[src/hdl/whpc_pkg.sv]
// whpc_pkg: shared types and constants of the water heater power controller
// sequencer states, multiplier operand selects, control struct, register indexes
// no dependencies
package whpc_pkg;

  // configuration port
  localparam int CFG_IDX_W  = 3;
  localparam int CFG_DATA_W = 8;

  localparam logic [CFG_IDX_W-1:0] CFG_PID_ENABLE  = 3'd0;
  localparam logic [CFG_IDX_W-1:0] CFG_LOW_VOLTAGE = 3'd1;
  localparam logic [CFG_IDX_W-1:0] CFG_GAIN_P      = 3'd2;
  localparam logic [CFG_IDX_W-1:0] CFG_GAIN_I      = 3'd3;
  localparam logic [CFG_IDX_W-1:0] CFG_GAIN_D      = 3'd4;
  localparam logic [CFG_IDX_W-1:0] CFG_DEAD_ZONE   = 3'd5;

  // stream widths
  localparam int IN_TDATA_W  = 64;
  localparam int OUT_TDATA_W = 16;

  // datapath widths
  localparam int A_W    = 19;  // shared multiplier operand a, signed
  localparam int WK_W   = 24;  // pid working width, signed
  localparam int ACC_W  = 18;  // saturated flow times rise
  localparam int TOP_W  = 14;  // limit times 100

  // constants
  localparam logic [6:0]          POWER_MAX    = 7'd100;
  localparam logic [6:0]          OFFSET_MAX   = 7'd80;
  localparam logic [7:0]          CEIL_BIAS    = 8'd18;
  localparam logic signed [10:0]  RISE_MIN     = 11'sd10;
  localparam logic signed [10:0]  BAND_PID     = -11'sd15;
  localparam logic signed [10:0]  BAND_FF      = -11'sd45;
  localparam int                  RECIP_100    = 5243;  // 2^19 / 100, rounded up
  localparam int                  RECIP_SHIFT  = 19;

  typedef enum logic [3:0] {
    ST_IDLE,
    ST_FLOW,
    ST_GAIN_P,
    ST_COEF,
    ST_GAIN_I,
    ST_GAIN_D,
    ST_SUM,
    ST_RECIP,
    ST_PID,
    ST_OFFSET,
    ST_OUT
  } state_e;

  typedef enum logic [2:0] {
    MS_FLOW,
    MS_GAIN_P,
    MS_COEF,
    MS_GAIN_I,
    MS_GAIN_D,
    MS_RECIP
  } mul_sel_e;

  typedef struct packed {
    logic     in_ready;
    mul_sel_e mul_sel;
    logic     ld_acc;
    logic     ld_prop;
    logic     ld_term;
    logic     ld_integ;
    logic     ld_total;
    logic     ld_pid;
    logic     ld_off;
    logic     ld_out;
  } ctrl_t;

endpackage

[src/hdl/whpc_mul.sv]
// whpc_mul: shared signed multiplier with registered product
// used for the products of the sequenced steps; no package dependency
module whpc_mul #(
  parameter int A_W = 19,
  parameter int B_W = 16
) (
  input  logic                     clk_i,
  input  logic signed [A_W-1:0]    op_a_i,
  input  logic signed [B_W-1:0]    op_b_i,
  output logic signed [A_W+B_W-1:0] prod_o
);

  logic signed [A_W+B_W-1:0] prod_q;
  logic signed [A_W+B_W-1:0] prod_d;

  assign prod_d = op_a_i * op_b_i;

  always_ff @(posedge clk_i) begin
    prod_q <= prod_d;
  end

  assign prod_o = prod_q;

endmodule

[src/hdl/whpc_seq.sv]
// whpc_seq: step sequencer of the controller
// drives operand selects and register loads; uses whpc_pkg
module whpc_seq (
  input  logic            clk_i,
  input  logic            rst_ni,
  input  logic            start_i,
  input  logic            pid_en_i,
  input  logic            out_busy_i,
  output whpc_pkg::ctrl_t ctrl_o
);

  whpc_pkg::state_e state_q;
  whpc_pkg::state_e state_d;

  always_ff @(posedge clk_i or negedge rst_ni) begin
    if (!rst_ni) begin
      state_q <= whpc_pkg::ST_IDLE;
    end else begin
      state_q <= state_d;
    end
  end

  always_comb begin
    state_d = state_q;
    case (state_q)
      whpc_pkg::ST_IDLE: begin
        if (start_i) state_d = whpc_pkg::ST_FLOW;
      end
      whpc_pkg::ST_FLOW:   state_d = whpc_pkg::ST_GAIN_P;
      whpc_pkg::ST_GAIN_P: state_d = whpc_pkg::ST_COEF;
      whpc_pkg::ST_COEF:   state_d = whpc_pkg::ST_GAIN_I;
      whpc_pkg::ST_GAIN_I: begin
        state_d = pid_en_i ? whpc_pkg::ST_GAIN_D : whpc_pkg::ST_OFFSET;
      end
      whpc_pkg::ST_GAIN_D: state_d = whpc_pkg::ST_SUM;
      whpc_pkg::ST_SUM:    state_d = whpc_pkg::ST_RECIP;
      whpc_pkg::ST_RECIP:  state_d = whpc_pkg::ST_PID;
      whpc_pkg::ST_PID:    state_d = whpc_pkg::ST_OFFSET;
      whpc_pkg::ST_OFFSET: state_d = whpc_pkg::ST_OUT;
      whpc_pkg::ST_OUT: begin
        if (!out_busy_i) state_d = whpc_pkg::ST_IDLE;
      end
      default: state_d = whpc_pkg::ST_IDLE;
    endcase
  end

  // from flow to pid, each step loads the product of the previous step, issues the next one, or both
  always_comb begin
    ctrl_o         = '0;
    ctrl_o.mul_sel = whpc_pkg::MS_FLOW;
    case (state_q)
      whpc_pkg::ST_IDLE:   ctrl_o.in_ready = 1'b1;
      whpc_pkg::ST_FLOW:   ctrl_o.mul_sel = whpc_pkg::MS_FLOW;
      whpc_pkg::ST_GAIN_P: begin
        ctrl_o.mul_sel = whpc_pkg::MS_GAIN_P;
        ctrl_o.ld_acc  = 1'b1;
      end
      whpc_pkg::ST_COEF: begin
        ctrl_o.mul_sel = whpc_pkg::MS_COEF;
        ctrl_o.ld_prop = 1'b1;
      end
      whpc_pkg::ST_GAIN_I: begin
        ctrl_o.mul_sel = whpc_pkg::MS_GAIN_I;
        ctrl_o.ld_term = 1'b1;
      end
      whpc_pkg::ST_GAIN_D: begin
        ctrl_o.mul_sel  = whpc_pkg::MS_GAIN_D;
        ctrl_o.ld_integ = 1'b1;
      end
      whpc_pkg::ST_SUM:    ctrl_o.ld_total = 1'b1;
      whpc_pkg::ST_RECIP:  ctrl_o.mul_sel = whpc_pkg::MS_RECIP;
      whpc_pkg::ST_PID:    ctrl_o.ld_pid = 1'b1;
      whpc_pkg::ST_OFFSET: ctrl_o.ld_off = 1'b1;
      whpc_pkg::ST_OUT:    ctrl_o.ld_out = !out_busy_i;
      default: ctrl_o = '0;
    endcase
  end

endmodule

[src/hdl/water_heater_power_controller.sv]
// water_heater_power_controller: feedforward offset plus deadbanded pid trim
// one item at a time; the single shared multiplier
//   takes up to six products one per step, and input is taken again once the result is out
// reset: asynchronous active low, clears offset, ceiling, pid state and config to defaults
// uses whpc_pkg, whpc_seq, whpc_mul
module water_heater_power_controller #(
  parameter int COEF_FRAC_BITS = 20
) (
  input  logic                                 clk_i,
  input  logic                                 rst_ni,
  input  logic                                 s_axis_tvalid,
  output logic                                 s_axis_tready,
  // setpoint[9:0], inlet_temp[19:10], outlet_temp[29:20], water_flow[44:30],
  // flow_slope[60:45], zero fill
  input  logic [whpc_pkg::IN_TDATA_W-1:0]      s_axis_tdata,
  output logic                                 m_axis_tvalid,
  input  logic                                 m_axis_tready,
  // heater_power[6:0], offset_level[13:7], zero fill
  output logic [whpc_pkg::OUT_TDATA_W-1:0]     m_axis_tdata,
  input  logic                                 cfg_we_i,
  input  logic [whpc_pkg::CFG_IDX_W-1:0]       cfg_idx_i,
  input  logic [whpc_pkg::CFG_DATA_W-1:0]      cfg_data_i
);

  // feedforward coefficients in the chosen fixed point
  localparam longint unsigned COEF_HI_L =
    (64'd103 * (64'd1 << COEF_FRAC_BITS) + 64'd50000) / 64'd100000;
  localparam longint unsigned COEF_LO_L =
    (64'd65 * (64'd1 << COEF_FRAC_BITS) + 64'd50000) / 64'd100000;
  localparam longint unsigned CST_HI_L  = 64'd13 << (COEF_FRAC_BITS - 1);
  localparam longint unsigned CST_LO_L  = 64'd15 << (COEF_FRAC_BITS - 1);
  localparam int COEF_W = $clog2(COEF_HI_L + 1);
  localparam int B_W    = ((COEF_W > 13) ? COEF_W : 13) + 1;
  localparam int P_W    = whpc_pkg::A_W + B_W;
  localparam int TS_W   = P_W + 1;

  localparam logic [B_W-1:0]  COEF_HI = B_W'(COEF_HI_L);
  localparam logic [B_W-1:0]  COEF_LO = B_W'(COEF_LO_L);
  localparam logic [TS_W-1:0] CST_HI  = TS_W'(CST_HI_L);
  localparam logic [TS_W-1:0] CST_LO  = TS_W'(CST_LO_L);

  whpc_pkg::ctrl_t ctrl;

  // configuration
  logic       pid_en_q, low_volt_q;
  logic [7:0] gain_p_q, gain_i_q, gain_d_q;
  logic [5:0] dead_zone_q;

  always_ff @(posedge clk_i or negedge rst_ni) begin
    if (!rst_ni) begin
      pid_en_q    <= 1'b0;
      low_volt_q  <= 1'b0;
      gain_p_q    <= 8'd25;
      gain_i_q    <= 8'd2;
      gain_d_q    <= 8'd100;
      dead_zone_q <= 6'd3;
    end else if (cfg_we_i) begin
      case (cfg_idx_i)
        whpc_pkg::CFG_PID_ENABLE:  pid_en_q    <= cfg_data_i[0];
        whpc_pkg::CFG_LOW_VOLTAGE: low_volt_q  <= cfg_data_i[0];
        whpc_pkg::CFG_GAIN_P:      gain_p_q    <= cfg_data_i;
        whpc_pkg::CFG_GAIN_I:      gain_i_q    <= cfg_data_i;
        whpc_pkg::CFG_GAIN_D:      gain_d_q    <= cfg_data_i;
        whpc_pkg::CFG_DEAD_ZONE:   dead_zone_q <= cfg_data_i[5:0];
        default: ;
      endcase
    end
  end

  // input capture
  logic               in_xfer;
  logic [9:0]         sp, tin, tout;
  logic [15:0]        slope;
  logic signed [16:0] slope_adj;
  logic signed [10:0] err_d, rise_d;

  assign in_xfer   = s_axis_tvalid && s_axis_tready;
  assign sp        = s_axis_tdata[9:0];
  assign tin       = s_axis_tdata[19:10];
  assign tout      = s_axis_tdata[29:20];
  assign slope     = s_axis_tdata[60:45];
  // bias negatives so the shift truncates toward zero
  assign slope_adj = $signed({slope[15], slope}) + (slope[15] ? 17'sd7 : 17'sd0);
  assign err_d     = $signed({1'b0, sp}) - $signed({1'b0, tout});
  assign rise_d    = $signed({1'b0, sp}) - $signed({1'b0, tin});

  logic signed [10:0] err_q, rise_q;
  logic signed [12:0] slope8_q;
  logic [14:0]        flow_q;

  always_ff @(posedge clk_i) begin
    if (in_xfer) begin
      err_q    <= err_d;
      rise_q   <= rise_d;
      slope8_q <= slope_adj[15:3];
      flow_q   <= s_axis_tdata[44:30];
    end
  end

  // state
  logic [6:0]         off_q, ceil_q, pid_q;
  logic signed [15:0] isum_q, prev_q;

  // working registers
  logic [whpc_pkg::ACC_W-1:0]  acc_q;
  logic [whpc_pkg::TOP_W-1:0]  prop_q, integ_q;
  logic [6:0]                  term_q;
  logic signed [whpc_pkg::WK_W-1:0] total_q;

  // dead zone and pid limit
  logic signed [11:0] err_w, dz_w;
  logic signed [10:0] errz;
  logic signed [11:0] diff;
  logic signed [7:0]  lim_raw;
  logic [6:0]         limit;
  logic [whpc_pkg::TOP_W-1:0] top;

  assign err_w   = {err_q[10], err_q};
  assign dz_w    = $signed({6'b0, dead_zone_q});
  assign errz    = (err_w >= -dz_w && err_w <= dz_w) ? 11'sd0 : err_q;
  assign diff    = $signed({errz[10], errz}) - prev_q[11:0];
  assign lim_raw = $signed({1'b0, ceil_q}) - $signed({1'b0, off_q});
  assign limit   = lim_raw[7] ? 7'd0 : lim_raw[6:0];
  // limit times 100 as shifts
  assign top     = ({7'b0, limit} << 6) + ({7'b0, limit} << 5) + ({7'b0, limit} << 2);

  // shared multiplier operands
  logic signed [whpc_pkg::A_W-1:0] op_a;
  logic signed [B_W-1:0]           op_b;
  logic signed [P_W-1:0]           prod;

  always_comb begin
    case (ctrl.mul_sel)
      whpc_pkg::MS_FLOW: begin
        op_a = $signed({{(whpc_pkg::A_W-15){1'b0}}, flow_q});
        op_b = $signed({{(B_W-10){1'b0}}, rise_q[9:0]});
      end
      whpc_pkg::MS_GAIN_P: begin
        op_a = $signed({{(whpc_pkg::A_W-11){errz[10]}}, errz});
        op_b = $signed({{(B_W-8){1'b0}}, gain_p_q});
      end
      whpc_pkg::MS_COEF: begin
        op_a = $signed({1'b0, acc_q});
        op_b = $signed(low_volt_q ? COEF_HI : COEF_LO);
      end
      whpc_pkg::MS_GAIN_I: begin
        op_a = $signed({{(whpc_pkg::A_W-11){errz[10]}}, errz});
        op_b = $signed({{(B_W-8){1'b0}}, gain_i_q});
      end
      whpc_pkg::MS_GAIN_D: begin
        op_a = $signed({{(whpc_pkg::A_W-12){diff[11]}}, diff});
        op_b = $signed({{(B_W-8){1'b0}}, gain_d_q});
      end
      whpc_pkg::MS_RECIP: begin
        op_a = $signed({{(whpc_pkg::A_W-whpc_pkg::TOP_W){1'b0}},
                        total_q[whpc_pkg::TOP_W-1:0]});
        op_b = $signed(B_W'(whpc_pkg::RECIP_100));
      end
      default: begin
        op_a = '0;
        op_b = '0;
      end
    endcase
  end

  whpc_mul #(
    .A_W (whpc_pkg::A_W),
    .B_W (B_W)
  ) u_mul (
    .clk_i  (clk_i),
    .op_a_i (op_a),
    .op_b_i (op_b),
    .prod_o (prod)
  );

  whpc_seq u_seq (
    .clk_i      (clk_i),
    .rst_ni     (rst_ni),
    .start_i    (in_xfer),
    .pid_en_i   (pid_en_q),
    .out_busy_i (m_axis_tvalid && !m_axis_tready),
    .ctrl_o     (ctrl)
  );

  // step results
  logic signed [whpc_pkg::WK_W-1:0] prod_w, top_w, prop_w, integ_w, integ_raw, integ_sum;
  logic [whpc_pkg::ACC_W-1:0]       acc_d;
  logic [whpc_pkg::TOP_W-1:0]       prop_d, integ_d;
  logic [TS_W-1:0]                  term_sum, term_sh;
  logic [6:0]                       term_d, pid_d;

  assign prod_w  = prod[whpc_pkg::WK_W-1:0];
  assign top_w   = $signed({{(whpc_pkg::WK_W-whpc_pkg::TOP_W){1'b0}}, top});
  assign prop_w  = $signed({{(whpc_pkg::WK_W-whpc_pkg::TOP_W){1'b0}}, prop_q});
  assign integ_w = $signed({{(whpc_pkg::WK_W-whpc_pkg::TOP_W){1'b0}}, integ_q});

  // flow times rise saturates well above the point where the term caps at 100
  assign acc_d = (|prod[P_W-1:whpc_pkg::ACC_W]) ? '1 : prod[whpc_pkg::ACC_W-1:0];

  assign prop_d = (prod_w < 0)     ? '0  :
                  (prod_w > top_w) ? top : prod_w[whpc_pkg::TOP_W-1:0];

  assign term_sum = {1'b0, prod} + (low_volt_q ? CST_HI : CST_LO);
  assign term_sh  = term_sum >> COEF_FRAC_BITS;
  assign term_d   = (term_sh > TS_W'(whpc_pkg::POWER_MAX)) ? whpc_pkg::POWER_MAX
                                                            : term_sh[6:0];

  // anti-windup
  assign integ_raw = $signed({{(whpc_pkg::WK_W-16){isum_q[15]}}, isum_q}) + prod_w;
  assign integ_sum = integ_raw + prop_w;
  assign integ_d   = (integ_sum > top_w) ? (top - prop_q) :
                     (integ_sum < 0)     ? '0 : integ_raw[whpc_pkg::TOP_W-1:0];

  // sum / 100 toward zero then clamp to 0..limit
  assign pid_d = (total_q <= 0)     ? 7'd0  :
                 (total_q >= top_w) ? limit :
                 prod[whpc_pkg::RECIP_SHIFT+6:whpc_pkg::RECIP_SHIFT];

  // offset update
  logic [7:0] off_sum, ceil_raw;
  logic [6:0] off_half;
  assign off_sum  = {1'b0, off_q} + {1'b0, term_q};
  assign off_half = off_sum[7:1];
  assign ceil_raw = {1'b0, off_half} + {2'b0, off_half[6:1]} + whpc_pkg::CEIL_BIAS;

  // output power
  logic signed [13:0] pw_sum, pw_ff, pw_band;
  logic [6:0]         pw_lo, pw_d;
  logic               band_pid, band_ff;

  assign band_pid = err_q > whpc_pkg::BAND_PID;
  assign band_ff  = err_q > whpc_pkg::BAND_FF;
  assign pw_ff    = $signed({7'b0, off_q}) + $signed({slope8_q[12], slope8_q});
  assign pw_sum   = pw_ff + $signed({7'b0, pid_q});
  assign pw_band  = band_pid ? pw_sum : (band_ff ? pw_ff : 14'sd0);
  // negative sums give 0
  assign pw_lo    = (pw_band < 0) ? 7'd0 :
                    (pw_band > $signed({7'b0, ceil_q})) ? ceil_q : pw_band[6:0];
  assign pw_d     = (pw_lo > whpc_pkg::POWER_MAX) ? whpc_pkg::POWER_MAX : pw_lo;

  always_ff @(posedge clk_i) begin
    if (ctrl.ld_acc)   acc_q   <= acc_d;
    if (ctrl.ld_prop)  prop_q  <= prop_d;
    if (ctrl.ld_term)  term_q  <= term_d;
    if (ctrl.ld_integ) integ_q <= integ_d;
    if (ctrl.ld_total) total_q <= prop_w + integ_w + prod_w;
  end

  always_ff @(posedge clk_i or negedge rst_ni) begin
    if (!rst_ni) begin
      off_q  <= '0;
      ceil_q <= '0;
      pid_q  <= '0;
      isum_q <= '0;
      prev_q <= '0;
    end else begin
      if (in_xfer && !pid_en_q) begin
        pid_q <= '0;
      end else if (ctrl.ld_pid) begin
        pid_q  <= pid_d;
        isum_q <= $signed({2'b0, integ_q});
        prev_q <= $signed({{5{errz[10]}}, errz});
      end else if (ctrl.ld_out && !band_ff) begin
        // cold band clears the pid
        pid_q  <= '0;
        isum_q <= '0;
      end
      if (ctrl.ld_off) begin
        if (rise_q < whpc_pkg::RISE_MIN) begin
          off_q  <= '0;
          ceil_q <= '0;
        end else if (off_half > whpc_pkg::OFFSET_MAX) begin
          off_q  <= whpc_pkg::OFFSET_MAX;
          ceil_q <= whpc_pkg::POWER_MAX;
        end else begin
          off_q  <= off_half;
          ceil_q <= (ceil_raw > {1'b0, whpc_pkg::POWER_MAX}) ? whpc_pkg::POWER_MAX
                                                               : ceil_raw[6:0];
        end
      end
    end
  end

  // output register
  logic       m_valid_q;
  logic [6:0] hp_q, ol_q;

  always_ff @(posedge clk_i or negedge rst_ni) begin
    if (!rst_ni) begin
      m_valid_q <= 1'b0;
    end else if (ctrl.ld_out) begin
      m_valid_q <= 1'b1;
    end else if (m_axis_tready) begin
      m_valid_q <= 1'b0;
    end
  end

  always_ff @(posedge clk_i) begin
    if (ctrl.ld_out) begin
      hp_q <= pw_d;
      ol_q <= off_q;
    end
  end

  assign s_axis_tready = ctrl.in_ready;
  assign m_axis_tvalid = m_valid_q;
  assign m_axis_tdata  = {2'b0, ol_q, hp_q};

  // checks
  a_power_range: assert property (@(posedge clk_i) disable iff (!rst_ni)
    m_axis_tvalid |-> (m_axis_tdata[6:0] <= whpc_pkg::POWER_MAX))
    else $error("heater power above full scale");

  a_offset_range: assert property (@(posedge clk_i) disable iff (!rst_ni)
    (off_q <= whpc_pkg::OFFSET_MAX) && (ceil_q <= whpc_pkg::POWER_MAX))
    else $error("offset or ceiling out of range");

  a_busy_after_take: assert property (@(posedge clk_i) disable iff (!rst_ni)
    (s_axis_tvalid && s_axis_tready) |=> !s_axis_tready)
    else $error("input taken again while an item is in work");

  a_result_from_seq: assert property (@(posedge clk_i) disable iff (!rst_ni)
    $rose(m_axis_tvalid) |-> $past(ctrl.ld_out))
    else $error("result valid without a sequencer output step");

endmodule
[config.mk]
export PLATFORM = sky130hd
export DESIGN_NAME = water_heater_power_controller
export DESIGN_NICKNAME = d
export VERILOG_FILES = /design/src/hdl/whpc_pkg.sv /design/src/hdl/whpc_mul.sv /design/src/hdl/whpc_seq.sv /design/src/hdl/water_heater_power_controller.sv
export SDC_FILE = /design/constraint.sdc
export NUM_CORES = 1
export LEC_CHECK = 0
export BUFFER_PORTS_ARGS = -buffer_cell sky130_fd_sc_hd__buf_2
export CORE_UTILIZATION = 65
export CTS_CLUSTER_SIZE = 16
export DETAILED_ROUTE_END_ITERATION = 16
export PLACE_DENSITY = 0.83
export SKIP_LAST_GASP = 1
export SYNTH_ARGS = -nofsm -noshare
export SYNTH_HDL_FRONTEND = slang
export SYNTH_SLANG_ARGS = --single-unit
[constraint.sdc]
create_clock -name clk_i -period 12.12 [get_ports clk_i]
set_clock_uncertainty 0.1 [all_clocks]
set_input_delay 1.212 -clock clk_i [delete_from_list [all_inputs] [get_ports clk_i]]
set_output_delay 1.212 -clock clk_i [all_outputs]
set_load 0.02 [all_outputs]
==> reports/results.ini, run 1 <==
[global_routing]
grt.total_usage=0.3509
grt_max_degree=62
antenna_found_initial=1
grt_first_pass_wirelength_um=120300
grt_overflow=0
grt_pass1_vias=22880

[setup_path]
critPathTopFamily=compound AO/OA/AOI/OAI gates
cp-start-kind=register
critPathCaptureType=register
worst-path-buf-inv=6
crit_fanout=11
max_stage_delay_ns=0.57
worstPathArrival_ns=11.75
worstPathRequired_ns=12.49
worstSetupPathType=register to register
slowest_stage=fa_1

[cells_and_area]
fin_nets=3658
syn2layout_area_growth_pct=8.125
drive_above_1_share=0.1035
diodes=0
nFillCells=3117

[yosys]
yosys-top-cells-area=fa_1, edfxtp_1, ha_1
ys_warn_count=0
synth.most_common_cell=inv_1
synth.yosys.seq_area_share=0.2516
ys_top_cells_by_count=inv_1, ha_1, nand2_1
yosys_register_bits=257
avgSynthCellArea_um2=9.411
synth_edf_count=141
yosysTopAreaCell=fa_1
syn_area_um2=27750
syn_inst=2949
synthFlopType=edfxtp_1
netlist.area_leader.share=0.1674
yosys.cell_types.count=114
async_reset_ff_frac=0.3230

[floorplan]
core_area_um2=42040
fp-row-count=75
die_h_um=208.6
start_util=0.6601
die_w_um=208.6
dieArea_um2=43520
io_pins=98

[cts]
cts_buffers=31
cts_tree=yes
cts_resized=0
clockRootBuffer=clkbuf_16
worstSkewPairLatency_ns=0.61
cts_hold_buf=0
clk_pin_slew_ns=0.07
clockBufferDepth=3
h-tree-depth=1
post_cts_buffers=0
cts.sinks=257

[place]
hpwl_um=58890
port_buffers=92
gp_congestion=0.9525

[timing]
finalSetupTns_ns=0
tightest_slew_ns=1.101
slew_violations=0
hold_viol=0
max_slew_margin=0.2623
setup_viol=0
finalCriticalPeriod_ns=11.38
rsz0062_at_grt=false
fmax_ghz=0.08787
fin_crit_sh=0.9390

[min_path]
min_path_type=input pin to asynchronous set/reset pin

[route]
ant_nets=0
drtIter0Drc=2185
via_count=22510
vias_per_cell=6.235
wire_per_inst_um=20.69
drc_errors=0
dr.pass1.iters=5
wl_um=74700

[run_status]
outcome=complete, no violations

[flow_run]
drv_cap=0

placed cells by master, fill, tap and decap left out, types with 17 or more instances in the layout:
cell	instances
a21o_1	57
a21oi_1	137
a221o_1	19
a22o_1	26
and2_1	46
and3_1	26
buf_2	91
buf_4	32
clkbuf_16	31
conb_1	17
dfrtp_1	74
dfxtp_1	33
edfxtp_1	141
fa_1	232
ha_1	300
inv_1	427
mux2_2	38
mux2i_1	29
nand2_1	268
nand2b_1	37
nand3_1	48
nand3b_1	19
nand4_1	17
nor2_1	192
nor2b_1	51
nor3_1	41
nor4_1	17
o21a_1	26
o21ai_0	102
o21bai_1	22
or2_2	23
xnor2_1	116
xor2_1	53
stage by stage:
stage | cell area (um2) | cells | hold slack (ns) | util | setup slack, ns
floorplan | 27810 | 2964 | 0.3485 | - | 1.683
global placement | 28900 | 3552 | 0.3657 | 0.6875 | 0.5223
detailed placement | 28900 | 3552 | 0.3728 | 0.6875 | 0.2759
CTS | 29970 | 3610 | 0.3816 | 0.7128 | 0.1864
global route | 30010 | 3610 | 0.4061 | 0.7138 | 0.002973
finish | 30010 | 3610 | 0.3869 | 0.7138 | 0.7399
routing by layer:
layer / track usage / wire length, um
met2: 0.5898 / 35830
met3: 0.05621 / 6129
met1: 0.4470 / 28980
met4: 0.1600 / 3762
met5: 0 / 0
kinds of logic (layout without fill, tap and decap cells):
family	after synthesis	after routing	synth area share
compound gates	572	572	0.1450
other cells	2	17	0.0002706
fa+ha+maj	532	532	0.3026
buf+inv	501	608	0.06979
flops	257	257	0.2516
mux	67	67	0.02588
simple gates	847	847	0.1503
xor+xnor	171	171	0.05451
sequential cells by signal, indices dropped and copies added (netlist names), 4 cells and up:
signal,flops
gain_i_q,8
ceil_q,7
dead_zone_q,6
prev_q,11
gain_d_q,8
rise_q,11
u_mul.prod_o,33
pid_q,7
integ_q,14
u_seq.state_q,4
slope8_q,13
flow_q,15
total_q,24
gain_p_q,8
acc_q,18
prop_q,14
ol_q,7
isum_q,14
hp_q,7
err_q,11
off_q,7
term_q,7
worst paths after layout:
check	depth (start not counted)	slack, ns	to	startpoint
worst max-delay path	44	0.74	u_mul.prod_o[32]	dead_zone_q[1]
min in group clk_i	2	0.39	prev_q[5]	prev_q[5]
max in group asynchronous	2	10.34	isum_q[5]	rst_ni
worst max register to register	44	0.74	u_mul.prod_o[32]	dead_zone_q[1]
worst min register to register	2	0.39	prev_q[5]	prev_q[5]
worst min-delay path	1	0.39	dead_zone_q[3]	rst_ni
final cells by class:
class | count | area (um2) | area share
clock buffers | 33 | 803.3 | 0.02677
flip-flops and latches | 257 | 6983 | 0.2327
inverters | 427 | 1603 | 0.05342
clock inverters | 25 | 262.8 | 0.008757
multi-input cells | 2206 | 18980 | 0.6327
well taps | 539 | 674.4 | 0.02248
repair buffers | 123 | 695.7 | 0.02318
Power of run 1 is not shown: default switching activity piles up to over one toggle a cycle in this logic, so the estimate is an artifact.
==> run 2, diff against run 1 <==
--- a/config.mk
+++ b/config.mk
@@ -9,7 +9,7 @@
 export CORE_UTILIZATION = 65
 export CTS_CLUSTER_SIZE = 16
 export DETAILED_ROUTE_END_ITERATION = 16
-export PLACE_DENSITY = 0.83
+export PLACE_DENSITY_LB_ADDON = 0.12
 export SKIP_LAST_GASP = 1
 export SYNTH_ARGS = -nofsm -noshare
 export SYNTH_HDL_FRONTEND = slang
==> constraint.sdc (replaced) <==
create_clock -name clk_i -period 12.12 [get_ports clk_i]
set_clock_uncertainty 0.1 [all_clocks]
set_input_delay 1.212 -clock clk_i [delete_from_list [all_inputs] [get_ports clk_i]]
set_output_delay 1.212 -clock clk_i [all_outputs]
set_load 0.01 [all_outputs]
==> run 2 against run 1 <==
  * Die area is the same
  * Utilization decreased by 0.44 points
  * Largest cell class unchanged
  * Register-to-register slack lost 0.03 ns
  * Fmax is 0.27% lower
  * Critical path depth is 1 lower
  * Via count decreased by 2.1%
==> reports/results.ini, run 2 (synthesized netlist as in run 1, its figures left out) <==
[setup_path]
critPathCaptureType=register
cp.depth=43
crit_fanout=11
r2r_cells=43
slowest_stage=dfstp_2
worstSetupPathType=register to register
critPathTopFamily=compound AO/OA/AOI/OAI gates
worstPathRequired_ns=12.51
worst-path-buf-inv=5
cp-start-kind=register
max_stage_delay_ns=0.56
worstPathArrival_ns=11.80

[global_routing]
busiest_layer=met2
grtUsageMet2=0.5804
grt_first_pass_wirelength_um=118900
antenna_found_initial=1
use_met1=0.4657
grt_max_degree=70
grt.total_usage=0.3485
grt_pass1_vias=22320
grt_overflow=0
use_met3=0.04674

[cts]
cts.sinks=257
worstSkewPairLatency_ns=0.59
cts_buffers=27
cts_hold_buf=0
clk_pin_slew_ns=0.08
cts_tree=yes
clockRootBuffer=clkbuf_16
clockBufferDepth=3
h-tree-depth=1

[timing]
slew_violations=0
setup_viol=0
rsz0062_at_grt=true
max_slew_margin=0.06675
hold_viol=0
tightest_slew_ns=1.389
fmax_ghz=0.08764
timing.final.ws_setup_ns=0.7091
fin_crit_sh=0.9415
finalCriticalPeriod_ns=11.41

[cells_and_area]
finalInstanceArea_um2=29820
multi_input_area_um2=18970
mostFrequentLayoutCells=inv_1, ha_1, nand2_1
largest_reg_flops=33
drive_above_1_share=0.09830
final_common_cell=inv_1
nFillCells=3260
ff_latch_area_um2=6983
fin_nets=3653
diodes=0
syn2layout_area_growth_pct=7.457

[route]
wire_per_inst_um=20.51
drtIter0Drc=1807
via_count=22040
vias_per_cell=6.121
drc_errors=0
ant_nets=0
dr.pass1.iters=6
wl_um=73850

[place]
port_buffers=92
place_worst_setup_slack_ns=0.4506
placed_area_um2=28890
hpwl_um=58790
gp_congestion=0.9334

[min_path]
min_path_type=input pin to asynchronous set/reset pin

[run_status]
outcome=complete, no violations

[flow_run]
drv_cap=0

[floorplan]
die_w_um=208.6
start_util=0.6601
fp-row-count=75
dieArea_um2=43520
core_area_um2=42040
io_pins=98
die_h_um=208.6

## run 2: final timing paths
check                                     from          endpoint  slack, ns
worst max-delay path            dead_zone_q[0]  u_mul.prod_o[32]       0.71
max in group asynchronous               rst_ni         isum_q[6]      10.30
worst max register to register  dead_zone_q[0]  u_mul.prod_o[32]       0.71
worst min-delay path                    rst_ni       gain_i_q[6]       0.37
worst min register to register       prev_q[5]         prev_q[5]       0.39
min in group clk_i                   prev_q[5]         prev_q[5]       0.39
## run 2: per-layer routing
layer | vias up | wire length, um
met3 | 168 | 5201
met5 | - | 10
met1 | 10770 | 30790
li1 | 10260 | -
met2 | 840 | 34970
met4 | 2 | 2879
## run 2: layout make-up
cell class | count | area share
Clock buffer | 34 | 0.02492
Clock inverter | 16 | 0.005496
Inverter | 427 | 0.05375
Multi-Input combinational cell | 2206 | 0.6360
Sequential cell | 257 | 0.2342
Tap cell | 539 | 0.02261
Timing Repair Buffer | 122 | 0.02308
## run 2: repair_timing
item                       in CTS  in global routing
gates resized for setup         0                  5
setup endpoints to repair       0                  4
setup buffers                   0                  0
## run 2: metrics by stage
step                 TNS [ns]    util  instances  hold WS (ns)
floorplan                   0       -       2964        0.3485
detailed placement          0  0.6872       3551        0.3756
global placement            0  0.6872       3551        0.3700
finish                      0  0.7093       3601        0.3668
global route        -0.001040  0.7093       3601        0.3737
CTS                         0  0.7088       3601        0.3521
Power of run 2 is left out for the same reason.
